File: src/hdl/lfrc_pkg.sv
// ----------------------------------------------------------------------------
// lfrc_pkg
// Shared types and constants for the line follow recovery controller.
// ----------------------------------------------------------------------------
package lfrc_pkg;

  localparam int unsigned TIME_W  = 32;
  localparam int unsigned STEER_W = 13;
  localparam int unsigned SPEED_W = 8;
  localparam int unsigned TICK_W  = 16;
  localparam int unsigned MODE_W  = 3;
  localparam int unsigned CFG_IDX_W  = 3;
  localparam int unsigned CFG_DATA_W = 16;

  // mode codes
  localparam logic [MODE_W-1:0] MODE_ALIGNED   = 3'd0;
  localparam logic [MODE_W-1:0] MODE_SCAN      = 3'd1;
  localparam logic [MODE_W-1:0] MODE_REV_SCAN  = 3'd2;
  localparam logic [MODE_W-1:0] MODE_ONTO      = 3'd3;
  localparam logic [MODE_W-1:0] MODE_ALIGN     = 3'd4;
  localparam logic [MODE_W-1:0] MODE_REV_ALIGN = 3'd5;
  localparam logic [MODE_W-1:0] MODE_LOST      = 3'd6;

  // register indexes
  localparam logic [CFG_IDX_W-1:0] CFG_FOLLOW_SPEED = 3'd0;
  localparam logic [CFG_IDX_W-1:0] CFG_FOLLOW_SWING = 3'd1;
  localparam logic [CFG_IDX_W-1:0] CFG_SCAN_SPEED   = 3'd2;
  localparam logic [CFG_IDX_W-1:0] CFG_MOVE_SPEED   = 3'd3;
  localparam logic [CFG_IDX_W-1:0] CFG_LOST_LIMIT   = 3'd4;
  localparam logic [CFG_IDX_W-1:0] CFG_TURN_QUARTER = 3'd5;
  localparam logic [CFG_IDX_W-1:0] CFG_TURN_HALF    = 3'd6;
  localparam logic [CFG_IDX_W-1:0] CFG_MOVE_ONTO    = 3'd7;

  // register reset values
  localparam logic [SPEED_W-1:0] RST_FOLLOW_SPEED = 8'd150;
  localparam logic [SPEED_W-1:0] RST_FOLLOW_SWING = 8'd100;
  localparam logic [SPEED_W-1:0] RST_SCAN_SPEED   = 8'd150;
  localparam logic [SPEED_W-1:0] RST_MOVE_SPEED   = 8'd200;
  localparam logic [TICK_W-1:0]  RST_LOST_LIMIT   = 16'd150;
  localparam logic [TICK_W-1:0]  RST_TURN_QUARTER = 16'd1000;
  localparam logic [TICK_W-1:0]  RST_TURN_HALF    = 16'd2000;
  localparam logic [TICK_W-1:0]  RST_MOVE_ONTO    = 16'd500;

  typedef struct packed {
    logic [SPEED_W-1:0] follow_speed;
    logic [SPEED_W-1:0] follow_swing;
    logic [SPEED_W-1:0] scan_speed;
    logic [SPEED_W-1:0] move_speed;
    logic [TICK_W-1:0]  lost_limit;
    logic [TICK_W-1:0]  turn_quarter_ms;
    logic [TICK_W-1:0]  turn_half_ms;
    logic [TICK_W-1:0]  move_onto_ms;
  } lfrc_cfg_t;

  typedef struct packed {
    logic [TIME_W-1:0]         now_ms;
    logic signed [STEER_W-1:0] steer;
    logic                      line_seen;
    logic                      force_find;
  } lfrc_item_t;

  typedef struct packed {
    logic [SPEED_W-1:0] left_speed;
    logic [SPEED_W-1:0] right_speed;
    logic               left_reverse;
    logic               right_reverse;
    logic [MODE_W-1:0]  mode;
    logic               line_ok;
  } lfrc_res_t;

endpackage

File: src/hdl/lfrc_in_if.sv
// ----------------------------------------------------------------------------
// lfrc_in_if
// Update request channel: valid/ready with timestamp, steering and flags.
// ----------------------------------------------------------------------------
interface lfrc_in_if;
  import lfrc_pkg::*;

  logic                      valid;
  logic                      ready;
  logic [TIME_W-1:0]         now_ms;
  logic signed [STEER_W-1:0] steer;
  logic                      line_seen;
  logic                      force_find;

  modport source (output valid, now_ms, steer, line_seen, force_find, input ready);
  modport sink   (input valid, now_ms, steer, line_seen, force_find, output ready);
endinterface

File: src/hdl/lfrc_out_if.sv
// ----------------------------------------------------------------------------
// lfrc_out_if
// Motor command channel: valid/ready with speeds, directions and status.
// ----------------------------------------------------------------------------
interface lfrc_out_if;
  import lfrc_pkg::*;

  logic               valid;
  logic               ready;
  logic [SPEED_W-1:0] left_speed;
  logic [SPEED_W-1:0] right_speed;
  logic               left_reverse;
  logic               right_reverse;
  logic [MODE_W-1:0]  mode;
  logic               line_ok;

  modport source (output valid, left_speed, right_speed, left_reverse, right_reverse,
                  mode, line_ok, input ready);
  modport sink   (input valid, left_speed, right_speed, left_reverse, right_reverse,
                  mode, line_ok, output ready);
endinterface

File: src/hdl/lfrc_cfg_regs.sv
// ----------------------------------------------------------------------------
// lfrc_cfg_regs
// Configuration register file, written through a plain write port.
// ----------------------------------------------------------------------------
module lfrc_cfg_regs (
  input  logic                          clk,
  input  logic                          rst_n,
  input  logic                          cfg_we,
  input  logic [lfrc_pkg::CFG_IDX_W-1:0]  cfg_idx,
  input  logic [lfrc_pkg::CFG_DATA_W-1:0] cfg_wdata,
  output lfrc_pkg::lfrc_cfg_t           cfg
);
  import lfrc_pkg::*;

  lfrc_cfg_t cfg_r;

  always_ff @(posedge clk) begin
    if (!rst_n) begin
      cfg_r.follow_speed    <= RST_FOLLOW_SPEED;
      cfg_r.follow_swing    <= RST_FOLLOW_SWING;
      cfg_r.scan_speed      <= RST_SCAN_SPEED;
      cfg_r.move_speed      <= RST_MOVE_SPEED;
      cfg_r.lost_limit      <= RST_LOST_LIMIT;
      cfg_r.turn_quarter_ms <= RST_TURN_QUARTER;
      cfg_r.turn_half_ms    <= RST_TURN_HALF;
      cfg_r.move_onto_ms    <= RST_MOVE_ONTO;
    end else if (cfg_we) begin
      case (cfg_idx)
        CFG_FOLLOW_SPEED: cfg_r.follow_speed    <= cfg_wdata[SPEED_W-1:0];
        CFG_FOLLOW_SWING: cfg_r.follow_swing    <= cfg_wdata[SPEED_W-1:0];
        CFG_SCAN_SPEED:   cfg_r.scan_speed      <= cfg_wdata[SPEED_W-1:0];
        CFG_MOVE_SPEED:   cfg_r.move_speed      <= cfg_wdata[SPEED_W-1:0];
        CFG_LOST_LIMIT:   cfg_r.lost_limit      <= cfg_wdata[TICK_W-1:0];
        CFG_TURN_QUARTER: cfg_r.turn_quarter_ms <= cfg_wdata[TICK_W-1:0];
        CFG_TURN_HALF:    cfg_r.turn_half_ms    <= cfg_wdata[TICK_W-1:0];
        CFG_MOVE_ONTO:    cfg_r.move_onto_ms    <= cfg_wdata[TICK_W-1:0];
        default: ;
      endcase
    end
  end

  assign cfg = cfg_r;
endmodule

File: src/hdl/lfrc_core.sv
// ----------------------------------------------------------------------------
// lfrc_core
// Recovery state machine and motor command update, one update per enable.
// ----------------------------------------------------------------------------
module lfrc_core (
  input  logic                 clk,
  input  logic                 rst_n,
  input  logic                 step_en,
  input  lfrc_pkg::lfrc_item_t item,
  input  lfrc_pkg::lfrc_cfg_t  cfg,
  output lfrc_pkg::lfrc_res_t  res
);
  import lfrc_pkg::*;

  typedef enum logic [MODE_W-1:0] {
    MD_ALIGNED   = MODE_ALIGNED,
    MD_SCAN      = MODE_SCAN,
    MD_REV_SCAN  = MODE_REV_SCAN,
    MD_ONTO      = MODE_ONTO,
    MD_ALIGN     = MODE_ALIGN,
    MD_REV_ALIGN = MODE_REV_ALIGN,
    MD_LOST      = MODE_LOST
  } mode_t;

  mode_t              mode_r, mode_nxt;
  logic [TICK_W-1:0]  lost_r, lost_nxt;
  logic               scan_right_r, scan_right_nxt;
  logic               busy_r, busy_nxt;
  logic [TIME_W-1:0]  stop_r, stop_nxt;
  logic [SPEED_W-1:0] left_r, left_nxt, right_r, right_nxt;
  logic               left_back_r, left_back_nxt, right_back_r, right_back_nxt;

  logic signed [STEER_W:0] steer_l, steer_rn;
  logic [SPEED_W-1:0]      follow_l, follow_rt;
  logic [TICK_W-1:0]       ticks;
  logic                    timed, done;

  // (s*swing + speed*1024) >> 10, floored at 0 and saturated at 255
  function automatic logic [SPEED_W-1:0] follow_level(input logic signed [STEER_W:0] s,
                                                      input logic [SPEED_W-1:0] swing,
                                                      input logic [SPEED_W-1:0] speed);
    logic signed [23:0] prod;
    logic signed [23:0] v;
    prod = $signed({{(24-STEER_W-1){s[STEER_W]}}, s}) * $signed({16'd0, swing});
    v    = prod + $signed({6'd0, speed, 10'd0});
    if (v[23])
      return '0;
    else if (v[22:18] != '0)
      return '1;
    else
      return v[17:10];
  endfunction

  assign steer_l  = {item.steer[STEER_W-1], item.steer};
  assign steer_rn = -steer_l;
  assign follow_l  = follow_level(steer_l, cfg.follow_swing, cfg.follow_speed);
  assign follow_rt = follow_level(steer_rn, cfg.follow_swing, cfg.follow_speed);

  always_comb begin
    mode_nxt       = mode_r;
    scan_right_nxt = scan_right_r;
    busy_nxt       = busy_r;
    stop_nxt       = stop_r;
    left_nxt       = left_r;
    right_nxt      = right_r;
    left_back_nxt  = left_back_r;
    right_back_nxt = right_back_r;
    ticks          = cfg.move_onto_ms;

    if (item.line_seen)
      lost_nxt = '0;
    else if (lost_r != '1)
      lost_nxt = lost_r + 1'b1;
    else
      lost_nxt = lost_r;

    if (item.force_find || (lost_nxt > cfg.lost_limit && mode_r == MD_ALIGNED) ||
        (item.line_seen && mode_r == MD_LOST)) begin
      mode_nxt       = MD_SCAN;
      busy_nxt       = 1'b0;
      scan_right_nxt = !item.steer[STEER_W-1];
    end

    timed = mode_nxt inside {MD_SCAN, MD_REV_SCAN, MD_ONTO, MD_ALIGN, MD_REV_ALIGN};
    if (mode_nxt inside {MD_SCAN, MD_ALIGN})
      ticks = cfg.turn_quarter_ms;
    else if (mode_nxt inside {MD_REV_SCAN, MD_REV_ALIGN})
      ticks = cfg.turn_half_ms;

    // shared timed turn / move step
    if (timed) begin
      if (!busy_nxt) begin
        busy_nxt  = 1'b1;
        stop_nxt  = item.now_ms + TIME_W'(ticks);
        if (mode_nxt == MD_ONTO) begin
          left_nxt       = cfg.move_speed;
          right_nxt      = cfg.move_speed;
          left_back_nxt  = 1'b0;
          right_back_nxt = 1'b0;
        end else begin
          left_nxt       = cfg.scan_speed;
          right_nxt      = cfg.scan_speed;
          left_back_nxt  = !scan_right_nxt;
          right_back_nxt = scan_right_nxt;
        end
      end
      if (item.now_ms >= stop_nxt) begin
        busy_nxt       = 1'b0;
        left_nxt       = '0;
        right_nxt      = '0;
        left_back_nxt  = 1'b0;
        right_back_nxt = 1'b0;
      end
    end
    done = !busy_nxt;

    case (mode_nxt)
      MD_ALIGNED: begin
        left_nxt       = follow_l;
        right_nxt      = follow_rt;
        left_back_nxt  = 1'b0;
        right_back_nxt = 1'b0;
      end
      MD_SCAN, MD_REV_SCAN: begin
        if (done) begin
          if (mode_nxt == MD_SCAN) begin
            mode_nxt       = MD_REV_SCAN;
            scan_right_nxt = !scan_right_nxt;
          end else begin
            mode_nxt = MD_LOST;
          end
        end
        if (item.line_seen) begin
          mode_nxt = MD_ONTO;
          busy_nxt = 1'b0;
        end
      end
      MD_ONTO: begin
        if (done) begin
          mode_nxt       = MD_ALIGN;
          scan_right_nxt = !scan_right_nxt;
        end
      end
      MD_ALIGN, MD_REV_ALIGN: begin
        if (done) begin
          if (mode_nxt == MD_ALIGN) begin
            mode_nxt       = MD_REV_ALIGN;
            scan_right_nxt = !scan_right_nxt;
          end else begin
            mode_nxt = MD_LOST;
          end
        end
        if (item.line_seen) begin
          mode_nxt       = MD_ALIGNED;
          left_nxt       = '0;
          right_nxt      = '0;
          left_back_nxt  = 1'b0;
          right_back_nxt = 1'b0;
          lost_nxt       = '0;
          busy_nxt       = 1'b0;
        end
      end
      default: ;
    endcase
  end

  always_ff @(posedge clk) begin
    if (!rst_n) begin
      mode_r       <= MD_ALIGNED;
      lost_r       <= '0;
      scan_right_r <= 1'b0;
      busy_r       <= 1'b0;
      stop_r       <= '0;
      left_r       <= '0;
      right_r      <= '0;
      left_back_r  <= 1'b0;
      right_back_r <= 1'b0;
    end else if (step_en) begin
      mode_r       <= mode_nxt;
      lost_r       <= lost_nxt;
      scan_right_r <= scan_right_nxt;
      busy_r       <= busy_nxt;
      stop_r       <= stop_nxt;
      left_r       <= left_nxt;
      right_r      <= right_nxt;
      left_back_r  <= left_back_nxt;
      right_back_r <= right_back_nxt;
    end
  end

  assign res.left_speed    = left_nxt;
  assign res.right_speed   = right_nxt;
  assign res.left_reverse  = left_back_nxt;
  assign res.right_reverse = right_back_nxt;
  assign res.mode          = mode_nxt;
  assign res.line_ok       = (mode_nxt != MD_LOST);
endmodule

File: src/hdl/line_follow_recovery_controller_top.sv
// ----------------------------------------------------------------------------
// line_follow_recovery_controller_top
// Line follower with lost-line recovery sequence, one command per update.
// ----------------------------------------------------------------------------
// Usage:
//   in_ch  : update requests (now_ms, steer, line_seen, force_find), valid/ready.
//   out_ch : one motor command per request (speeds, directions, mode, line_ok).
//   cfg_*  : register writes, index 0..7; write only while no request is in
//            flight.
// Path: a request accepted on in_ch goes into the input register, then the
//   state update writes its result into the result register that drives out_ch.
// Throughput: one request per cycle while out_ch.ready is high; the state update
//   is a single pass of logic from the input register to the result register.
// Reset (rst_n low, synchronous): registers return to defaults, the mode to
//   aligned, motors stopped, both pipeline registers empty.
// Stall: while out_ch.ready is low the result holds; the input register
//   still takes one request and in_ch.ready then drops until the result is
//   taken.
// ----------------------------------------------------------------------------
module line_follow_recovery_controller_top (
  input  logic                            clk,
  input  logic                            rst_n,
  lfrc_in_if.sink                         in_ch,
  lfrc_out_if.source                      out_ch,
  input  logic                            cfg_we,
  input  logic [lfrc_pkg::CFG_IDX_W-1:0]  cfg_idx,
  input  logic [lfrc_pkg::CFG_DATA_W-1:0] cfg_wdata
);
  import lfrc_pkg::*;

  lfrc_cfg_t  cfg;
  lfrc_item_t item_r;
  lfrc_res_t  res, res_r;
  logic       in_v_r, out_v_r;
  logic       adv;

  assign adv         = in_v_r && (!out_v_r || out_ch.ready);
  assign in_ch.ready = !in_v_r || adv;

  lfrc_cfg_regs u_cfg (
    .clk       (clk),
    .rst_n     (rst_n),
    .cfg_we    (cfg_we),
    .cfg_idx   (cfg_idx),
    .cfg_wdata (cfg_wdata),
    .cfg       (cfg)
  );

  lfrc_core u_core (
    .clk     (clk),
    .rst_n   (rst_n),
    .step_en (adv),
    .item    (item_r),
    .cfg     (cfg),
    .res     (res)
  );

  always_ff @(posedge clk) begin
    if (!rst_n) begin
      in_v_r  <= 1'b0;
      out_v_r <= 1'b0;
    end else begin
      if (in_ch.ready)
        in_v_r <= in_ch.valid;
      if (adv)
        out_v_r <= 1'b1;
      else if (out_ch.ready)
        out_v_r <= 1'b0;
    end
  end

  always_ff @(posedge clk) begin
    if (in_ch.valid && in_ch.ready) begin
      item_r.now_ms     <= in_ch.now_ms;
      item_r.steer      <= in_ch.steer;
      item_r.line_seen  <= in_ch.line_seen;
      item_r.force_find <= in_ch.force_find;
    end
    if (adv)
      res_r <= res;
  end

  assign out_ch.valid         = out_v_r;
  assign out_ch.left_speed    = res_r.left_speed;
  assign out_ch.right_speed   = res_r.right_speed;
  assign out_ch.left_reverse  = res_r.left_reverse;
  assign out_ch.right_reverse = res_r.right_reverse;
  assign out_ch.mode          = res_r.mode;
  assign out_ch.line_ok       = res_r.line_ok;
endmodule

File: src/flat_wrapper.sv
// flat-port wrapper written by rule: the top's interface ports become plain ports
module line_follow_recovery_controller_top_flat import lfrc_pkg::*;
  (clk, rst_n, cfg_we, cfg_idx, cfg_wdata, in_ch_valid, in_ch_now_ms, in_ch_steer, in_ch_line_seen, in_ch_force_find, in_ch_ready, out_ch_valid, out_ch_left_speed, out_ch_right_speed, out_ch_left_reverse, out_ch_right_reverse, out_ch_mode, out_ch_line_ok, out_ch_ready);
  lfrc_in_if in_ch_i ();
  lfrc_out_if out_ch_i ();
  input  logic clk;
  input  logic rst_n;
  input  logic cfg_we;
  input  logic [lfrc_pkg::CFG_IDX_W-1:0] cfg_idx;
  input  logic [lfrc_pkg::CFG_DATA_W-1:0] cfg_wdata;
  input wire logic [$bits(in_ch_i.valid)-1:0] in_ch_valid;
  input wire logic [$bits(in_ch_i.now_ms)-1:0] in_ch_now_ms;
  input wire logic [$bits(in_ch_i.steer)-1:0] in_ch_steer;
  input wire logic [$bits(in_ch_i.line_seen)-1:0] in_ch_line_seen;
  input wire logic [$bits(in_ch_i.force_find)-1:0] in_ch_force_find;
  output wire logic [$bits(in_ch_i.ready)-1:0] in_ch_ready;
  output wire logic [$bits(out_ch_i.valid)-1:0] out_ch_valid;
  output wire logic [$bits(out_ch_i.left_speed)-1:0] out_ch_left_speed;
  output wire logic [$bits(out_ch_i.right_speed)-1:0] out_ch_right_speed;
  output wire logic [$bits(out_ch_i.left_reverse)-1:0] out_ch_left_reverse;
  output wire logic [$bits(out_ch_i.right_reverse)-1:0] out_ch_right_reverse;
  output wire logic [$bits(out_ch_i.mode)-1:0] out_ch_mode;
  output wire logic [$bits(out_ch_i.line_ok)-1:0] out_ch_line_ok;
  input wire logic [$bits(out_ch_i.ready)-1:0] out_ch_ready;
  assign in_ch_i.valid = in_ch_valid;
  assign in_ch_i.now_ms = in_ch_now_ms;
  assign in_ch_i.steer = in_ch_steer;
  assign in_ch_i.line_seen = in_ch_line_seen;
  assign in_ch_i.force_find = in_ch_force_find;
  assign in_ch_ready = in_ch_i.ready;
  assign out_ch_valid = out_ch_i.valid;
  assign out_ch_left_speed = out_ch_i.left_speed;
  assign out_ch_right_speed = out_ch_i.right_speed;
  assign out_ch_left_reverse = out_ch_i.left_reverse;
  assign out_ch_right_reverse = out_ch_i.right_reverse;
  assign out_ch_mode = out_ch_i.mode;
  assign out_ch_line_ok = out_ch_i.line_ok;
  assign out_ch_i.ready = out_ch_ready;
  line_follow_recovery_controller_top u_core (.clk(clk), .rst_n(rst_n), .in_ch(in_ch_i), .out_ch(out_ch_i), .cfg_we(cfg_we), .cfg_idx(cfg_idx), .cfg_wdata(cfg_wdata));
endmodule
File: config.mk
export PLATFORM = sky130hd
export DESIGN_NAME = line_follow_recovery_controller_top_flat
export DESIGN_NICKNAME = d
export VERILOG_FILES = /design/src/hdl/lfrc_pkg.sv /design/src/hdl/lfrc_in_if.sv /design/src/hdl/lfrc_out_if.sv /design/src/hdl/lfrc_cfg_regs.sv /design/src/hdl/lfrc_core.sv /design/src/hdl/line_follow_recovery_controller_top.sv /design/src/flat_wrapper.sv
export SDC_FILE = /design/constraint.sdc
export NUM_CORES = 1
export LEC_CHECK = 0
export ABC_AREA = 1
export BUFFER_PORTS_ARGS = -buffer_cell sky130_fd_sc_hd__buf_4
export CORE_MARGIN = 5
export CORE_UTILIZATION = 30
export CTS_CLUSTER_DIAMETER = 50
export DETAILED_ROUTE_END_ITERATION = 10
export SYNTH_ARGS = -nofsm -noshare
export SYNTH_HDL_FRONTEND = slang
export SYNTH_SLANG_ARGS = --single-unit
File: constraint.sdc
create_clock -name clk -period 7.4 [get_ports clk]
set_clock_uncertainty 0.2 [all_clocks]
set_input_delay 0.37 -clock clk [delete_from_list [all_inputs] [get_ports clk]]
set_output_delay 0.37 -clock clk [all_outputs]
set_load 0.01 [all_outputs]
==> impl_results.html <==
<table>
<tr><th>Metric</th><th>Value</th></tr>
<tr><th colspan="2">Run status</th></tr>
<tr><td>Result of the run</td><td>finished, violations left</td></tr>
<tr><td>Violated checks</td><td>setup timing</td></tr>
<tr><th colspan="2">STA</th></tr>
<tr><td>Rel. slew slack</td><td>16.8%</td></tr>
<tr><td>Final number of max-transition violations</td><td>0</td></tr>
<tr><td>Unrepaired setup endpoints after global routing</td><td>true</td></tr>
<tr><td>Fmax achieved</td><td>0.133 GHz</td></tr>
<tr><td>Final Hold Violating Endpoints</td><td>0</td></tr>
<tr><td># setup viols final</td><td>25</td></tr>
<tr><td>Post-route minimum period</td><td>7.52 ns</td></tr>
<tr><td>Slew at the pin with the worst max-slew slack</td><td>1.24 ns</td></tr>
<tr><td>Setup slack of the critical path after layout</td><td>-0.120 ns</td></tr>
<tr><td>Hold_ws</td><td>0.0251 ns</td></tr>
<tr><td>Final period utilization</td><td>102%</td></tr>
<tr><th colspan="2">Setup path</th></tr>
<tr><td>Timing endpoint of the critical path</td><td>u_core.u_core.right_r[2]$_SDFFE_PN0P_</td></tr>
<tr><td>Length in cells of the worst reg-to-reg path</td><td>49</td></tr>
<tr><td>Kind of start point of the critical path</td><td>flop</td></tr>
<tr><td>Launching element of the worst setup path</td><td>u_core.u_core.lost_r[0]$_SDFFE_PN0P_</td></tr>
<tr><td>Setup Crit Path Kind</td><td>reg2reg</td></tr>
<tr><td>Endpoint type of the worst setup path</td><td>flop</td></tr>
<tr><td>Critical-path cell with the highest stage delay</td><td>sky130_fd_sc_hd__ha_1</td></tr>
<tr><td>Most used cell, CP</td><td>sky130_fd_sc_hd__nand2_1</td></tr>
<tr><td>Biggest cell delay along the critical path</td><td>0.38 ns</td></tr>
<tr><td>R2R Setup Slk</td><td>-0.12 ns</td></tr>
<tr><td>Worst path arrival time</td><td>7.76 ns</td></tr>
<tr><td>Required time reported for the critical path endpoint</td><td>7.64 ns</td></tr>
<tr><td>R2R Path Start</td><td>u_core.u_core.lost_r[0]$_SDFFE_PN0P_</td></tr>
<tr><td>Crit path max fanout</td><td>6</td></tr>
<tr><td>Critical R2R Capture</td><td>u_core.u_core.right_r[2]$_SDFFE_PN0P_</td></tr>
<tr><th colspan="2">Detailed routing</th></tr>
<tr><td>Vias after detailed routing</td><td>18600</td></tr>
<tr><td>Detailed-router iteration count before antenna repair</td><td>7</td></tr>
<tr><td>WL final</td><td>59.2 mm</td></tr>
<tr><td>Ratio of routed vias to standard cells</td><td>4.60</td></tr>
<tr><td>Residual antenna-violating net count after detailed routing</td><td>0</td></tr>
<tr><td>Wire per inst</td><td>14.7 um</td></tr>
<tr><td>Detailed-route DRC error count</td><td>0</td></tr>
<tr><td>Iteration-0 DRC count of the detailed router</td><td>1170</td></tr>
<tr><th colspan="2">Die</th></tr>
<tr><td>Core area</td><td>68800 sq um</td></tr>
<tr><td>Die boundary width</td><td>274 um</td></tr>
<tr><td>Count of pins on the block boundary</td><td>95</td></tr>
<tr><td>Initial Utilization</td><td>30.3%</td></tr>
<tr><td>Area of the die</td><td>75000 sq um</td></tr>
<tr><td># rows</td><td>96</td></tr>
<tr><td>DIE HEIGHT</td><td>274 um</td></tr>
<tr><th colspan="2">CTS</th></tr>
<tr><td>Clock root cell</td><td>sky130_fd_sc_hd__clkbuf_16</td></tr>
<tr><td>CTS clk-pin slew, worst paths</td><td>0.06 ns</td></tr>
<tr><td>Clock insertion delay at the later pin of the skew report</td><td>0.58 ns</td></tr>
<tr><td>Depth of the CTS H-tree</td><td>2</td></tr>
<tr><td>CTS tree</td><td>done</td></tr>
<tr><td>Number of clock buffers inserted by TritonCTS</td><td>36</td></tr>
<tr><td>Clock Sinks</td><td>238</td></tr>
<tr><td>Maximum root-to-sink buffer count</td><td>3</td></tr>
<tr><th colspan="2">GRT</th></tr>
<tr><td>Maximum number of pins on one net before global-route repair</td><td>98</td></tr>
<tr><td>Vias in the first global route</td><td>18200</td></tr>
<tr><td>GRT Total Usage</td><td>15.6%</td></tr>
<tr><td>Final global-route overflow total</td><td>0</td></tr>
<tr><td>M2 GR Usage</td><td>26.3%</td></tr>
<tr><td>Gr busiest metal</td><td>met2</td></tr>
<tr><td>Global-route wire length before repair</td><td>95.4 mm</td></tr>
<tr><td>Met3 Track Usage GR</td><td>2.67%</td></tr>
<tr><td>Number of antenna violations at the first check in global routing</td><td>0</td></tr>
<tr><td>M1 GR Usage</td><td>20.9%</td></tr>
<tr><th colspan="2">Pwr</th></tr>
<tr><td>Power Dens Cells</td><td>271 nW/um^2</td></tr>
<tr><td>Cell leakage power</td><td>0.0135 uW</td></tr>
<tr><td>IR drop worst, VDD</td><td>0.000251 V</td></tr>
<tr><th colspan="2">Synthesis</th></tr>
<tr><td>Post-synthesis average cell area</td><td>7.61 sq um</td></tr>
<tr><td>Combined area of all synthesized cells</td><td>20900 sq um</td></tr>
<tr><td>Count of cell types in the netlist</td><td>51</td></tr>
<tr><td>Register bit total from synthesis</td><td>238</td></tr>
<tr><td>Mapped Nets</td><td>3173</td></tr>
<tr><td>Synth warnings</td><td>0</td></tr>
<tr><td>Cell count after synthesis</td><td>2742</td></tr>
<tr><td>Part of the Yosys area used for sequential elements</td><td>26.1%</td></tr>
<tr><th colspan="2">Cells and area</th></tr>
<tr><td># diodes</td><td>0</td></tr>
<tr><td>Storage cell area</td><td>5460 sq um</td></tr>
<tr><td>Final layout net count</td><td>3512</td></tr>
<tr><td>Combined area of the multi-input logic cells</td><td>14200 sq um</td></tr>
<tr><td>Filler Cells Inserted</td><td>6955</td></tr>
<tr><td>Relative area change from synthesis to final layout</td><td>30.9%</td></tr>
<tr><td>Final core occ</td><td>39.7%</td></tr>
<tr><td>Fraction of final layout cells sized beyond drive strength 1</td><td>19.5%</td></tr>
<tr><th colspan="2">Min path</th></tr>
<tr><td>Hold/Removal Path Class</td><td>in2reg</td></tr>
<tr><th colspan="2">Placement</th></tr>
<tr><td>Final weighted congestion of routability-driven global placement</td><td>0.893</td></tr>
<tr><td>Count of port buffers added during placement</td><td>94</td></tr>
<tr><td>HPWL after detailed placement</td><td>43.6 mm</td></tr>
<tr><th colspan="2">Job</th></tr>
<tr><td>Max-cap check violation count</td><td>0</td></tr>
</table>
==> metrics by stage <==
stage	setup TNS, ns	instances	total power (uW)	area [sq um]	setup WS [ns]
after global routing	-25.60	4039	8060	27300	-0.668
after floorplan	0	2742	4130	20900	0.0696
after CTS	-0.593	4029	7340	26800	-0.0502
after global placement	-25.83	3852	5280	23800	-0.636
after detailed placement	-34.28	3852	5290	23800	-0.837
final	-1.44	4039	7410	27300	-0.120
==> logic make-up (layout without fill, tap and decap cells) <==
logic type | count (synthesis) | after routing | synth area share [%]
AO/OA/AOI/OAI | 442 | 443 | 11.5
XOR/XNOR | 56 | 56 | 2.44
adder cells (fa/ha/maj) | 360 | 360 | 28.5
buffers and inverters | 621 | 986 | 11.3
flip-flops | 238 | 238 | 26.1
multiplexers | 8 | 8 | 0.384
AND/OR/NAND/NOR | 1017 | 1017 | 19.8
==> worst max-delay path: cells and delay by family (launching register included) <==
family | cells | cell delay (ns)
and+or+nand+nor | 23 | 3.10
AOI/OAI and AO/OA | 11 | 1.33
adders and majority gates | 4 | 1.13
buffers and inverters | 10 | 1.12
DFF | 1 | 0.35
xor gates and xnor gates | 1 | 0.16
==> final cells by class <==
class / count / area share [%]
flip-flops and latches: 238 / 20.0
clock buffers: 44 / 3.63
well taps: 931 / 4.26
repair buffers: 400 / 12.2
inverters: 521 / 7.17
multi-input cells: 1884 / 51.9
clock inverters: 21 / 0.874
==> where the power goes <==
group          internal [uW]  switching (uW)
clock                   1020             720
sequential              1460            87.1
combinational           1710            2420
total                   4190            3220
==> Yosys cell counts, drive strengths merged <==
| library cell | count | area share, % |
|---|---|---|
| a211oi | 11 | 0.40 |
| a21boi | 4 | 0.14 |
| a21o | 3 | 0.11 |
| a21oi | 159 | 3.8 |
| a31oi | 24 | 0.72 |
| a41o | 1 | 0.048 |
| a41oi | 1 | 0.042 |
| and2 | 5 | 0.15 |
| and3 | 1 | 0.030 |
| buf | 14 | 0.34 |
| clkbuf | 86 | 1.6 |
| clkinv | 4 | 0.072 |
| dfxtp | 169 | 16 |
| edfxtp | 69 | 9.9 |
| fa | 193 | 19 |
| ha | 167 | 10 |
| inv | 517 | 9.3 |
| mux2i | 8 | 0.38 |
| nand2 | 541 | 9.8 |
| nand3 | 88 | 2.1 |
| nand3b | 3 | 0.11 |
| nand4 | 27 | 0.81 |
| nor2 | 309 | 5.6 |
| nor3 | 27 | 0.67 |
| nor4 | 6 | 0.18 |
| o2111ai | 1 | 0.042 |
| o211ai | 13 | 0.47 |
| o21a | 6 | 0.22 |
| o21ai | 202 | 4.9 |
| o21bai | 12 | 0.43 |
| o221a | 1 | 0.054 |
| o221ai | 1 | 0.042 |
| o311ai | 2 | 0.084 |
| o31ai | 1 | 0.036 |
| or2 | 7 | 0.21 |
| or3 | 3 | 0.14 |
| xnor2 | 19 | 0.80 |
| xor2 | 37 | 1.6 |
==> per-layer routing <==
metal / routed length (um) / part of all wire (%)
met3: 3240 / 5.5
met4: 1260 / 2.1
met2: 28400 / 48
met1: 26300 / 44
met5: 0 / 0
==> worst min-delay path by stage <==
stage                                             end  slack, ns                         startpoint  depth (start not counted)
floorplan           u_core.u_cfg.cfg[67]$_SDFFE_PN1P_       0.23  u_core.u_cfg.cfg[67]$_SDFFE_PN1P_                          2
global placement    u_core.u_cfg.cfg[74]$_SDFFE_PN1P_       0.24  u_core.u_cfg.cfg[74]$_SDFFE_PN1P_                          2
detailed placement   u_core.u_cfg.cfg[5]$_SDFFE_PN1P_       0.24   u_core.u_cfg.cfg[5]$_SDFFE_PN1P_                          2
CTS                  u_core.u_cfg.cfg[8]$_SDFFE_PN1P_      0.003                              rst_n                          2
global route         u_core.u_cfg.cfg[8]$_SDFFE_PN1P_       0.05                              rst_n                          2
finish               u_core.u_cfg.cfg[8]$_SDFFE_PN1P_       0.03                              rst_n                          2
==> flip-flops by register name, summed over array words and instances, names as in the netlist, 3 cells and up <==
register and count:
u_core.item_r 47, u_core.out_ch.left_speed 8, u_core.out_ch.mode 3, u_core.out_ch.right_speed 8, u_core.u_cfg.cfg 96, u_core.u_core.left_r 8, u_core.u_core.lost_r 16, u_core.u_core.mode_r 3
u_core.u_core.right_r 8, u_core.u_core.stop_r 32
==> cells in the final DEF (no fill, tap or decap), types with 13 or more instances in the layout <==
cell type / count
sky130_fd_sc_hd__inv_2: 18
sky130_fd_sc_hd__edfxtp_1: 69
sky130_fd_sc_hd__fa_1: 192
sky130_fd_sc_hd__dlygate4sd3_1: 65
sky130_fd_sc_hd__o211ai_1: 13
sky130_fd_sc_hd__o21ai_0: 164
sky130_fd_sc_hd__a21oi_2: 26
sky130_fd_sc_hd__xor2_1: 36
sky130_fd_sc_hd__buf_4: 317
sky130_fd_sc_hd__nand4_1: 27
sky130_fd_sc_hd__nor2_1: 275
sky130_fd_sc_hd__nor2_2: 20
sky130_fd_sc_hd__o21ai_1: 17
sky130_fd_sc_hd__o21ai_2: 19
sky130_fd_sc_hd__nand2_2: 19
sky130_fd_sc_hd__xnor2_1: 19
sky130_fd_sc_hd__nand3_1: 80
sky130_fd_sc_hd__nor3_1: 15
sky130_fd_sc_hd__ha_4: 20
sky130_fd_sc_hd__clkbuf_16: 37
sky130_fd_sc_hd__inv_1: 498
sky130_fd_sc_hd__nand2_1: 511
sky130_fd_sc_hd__dfxtp_1: 166
sky130_fd_sc_hd__a21oi_1: 131
sky130_fd_sc_hd__nor2_4: 14
sky130_fd_sc_hd__ha_1: 146
==> what timing repair did <==
action | in CTS | in global routing
endpoints found under the setup margin | 45 | 46
gates cloned | 4 | 0
endpoints found under the hold margin | 138 | 0
pin swaps | 50 | 51
gates resized for setup | 156 | 125
setup buffers | 43 | 12
hold buffers | 65 | 0
(Power assumes the default switching activity.)
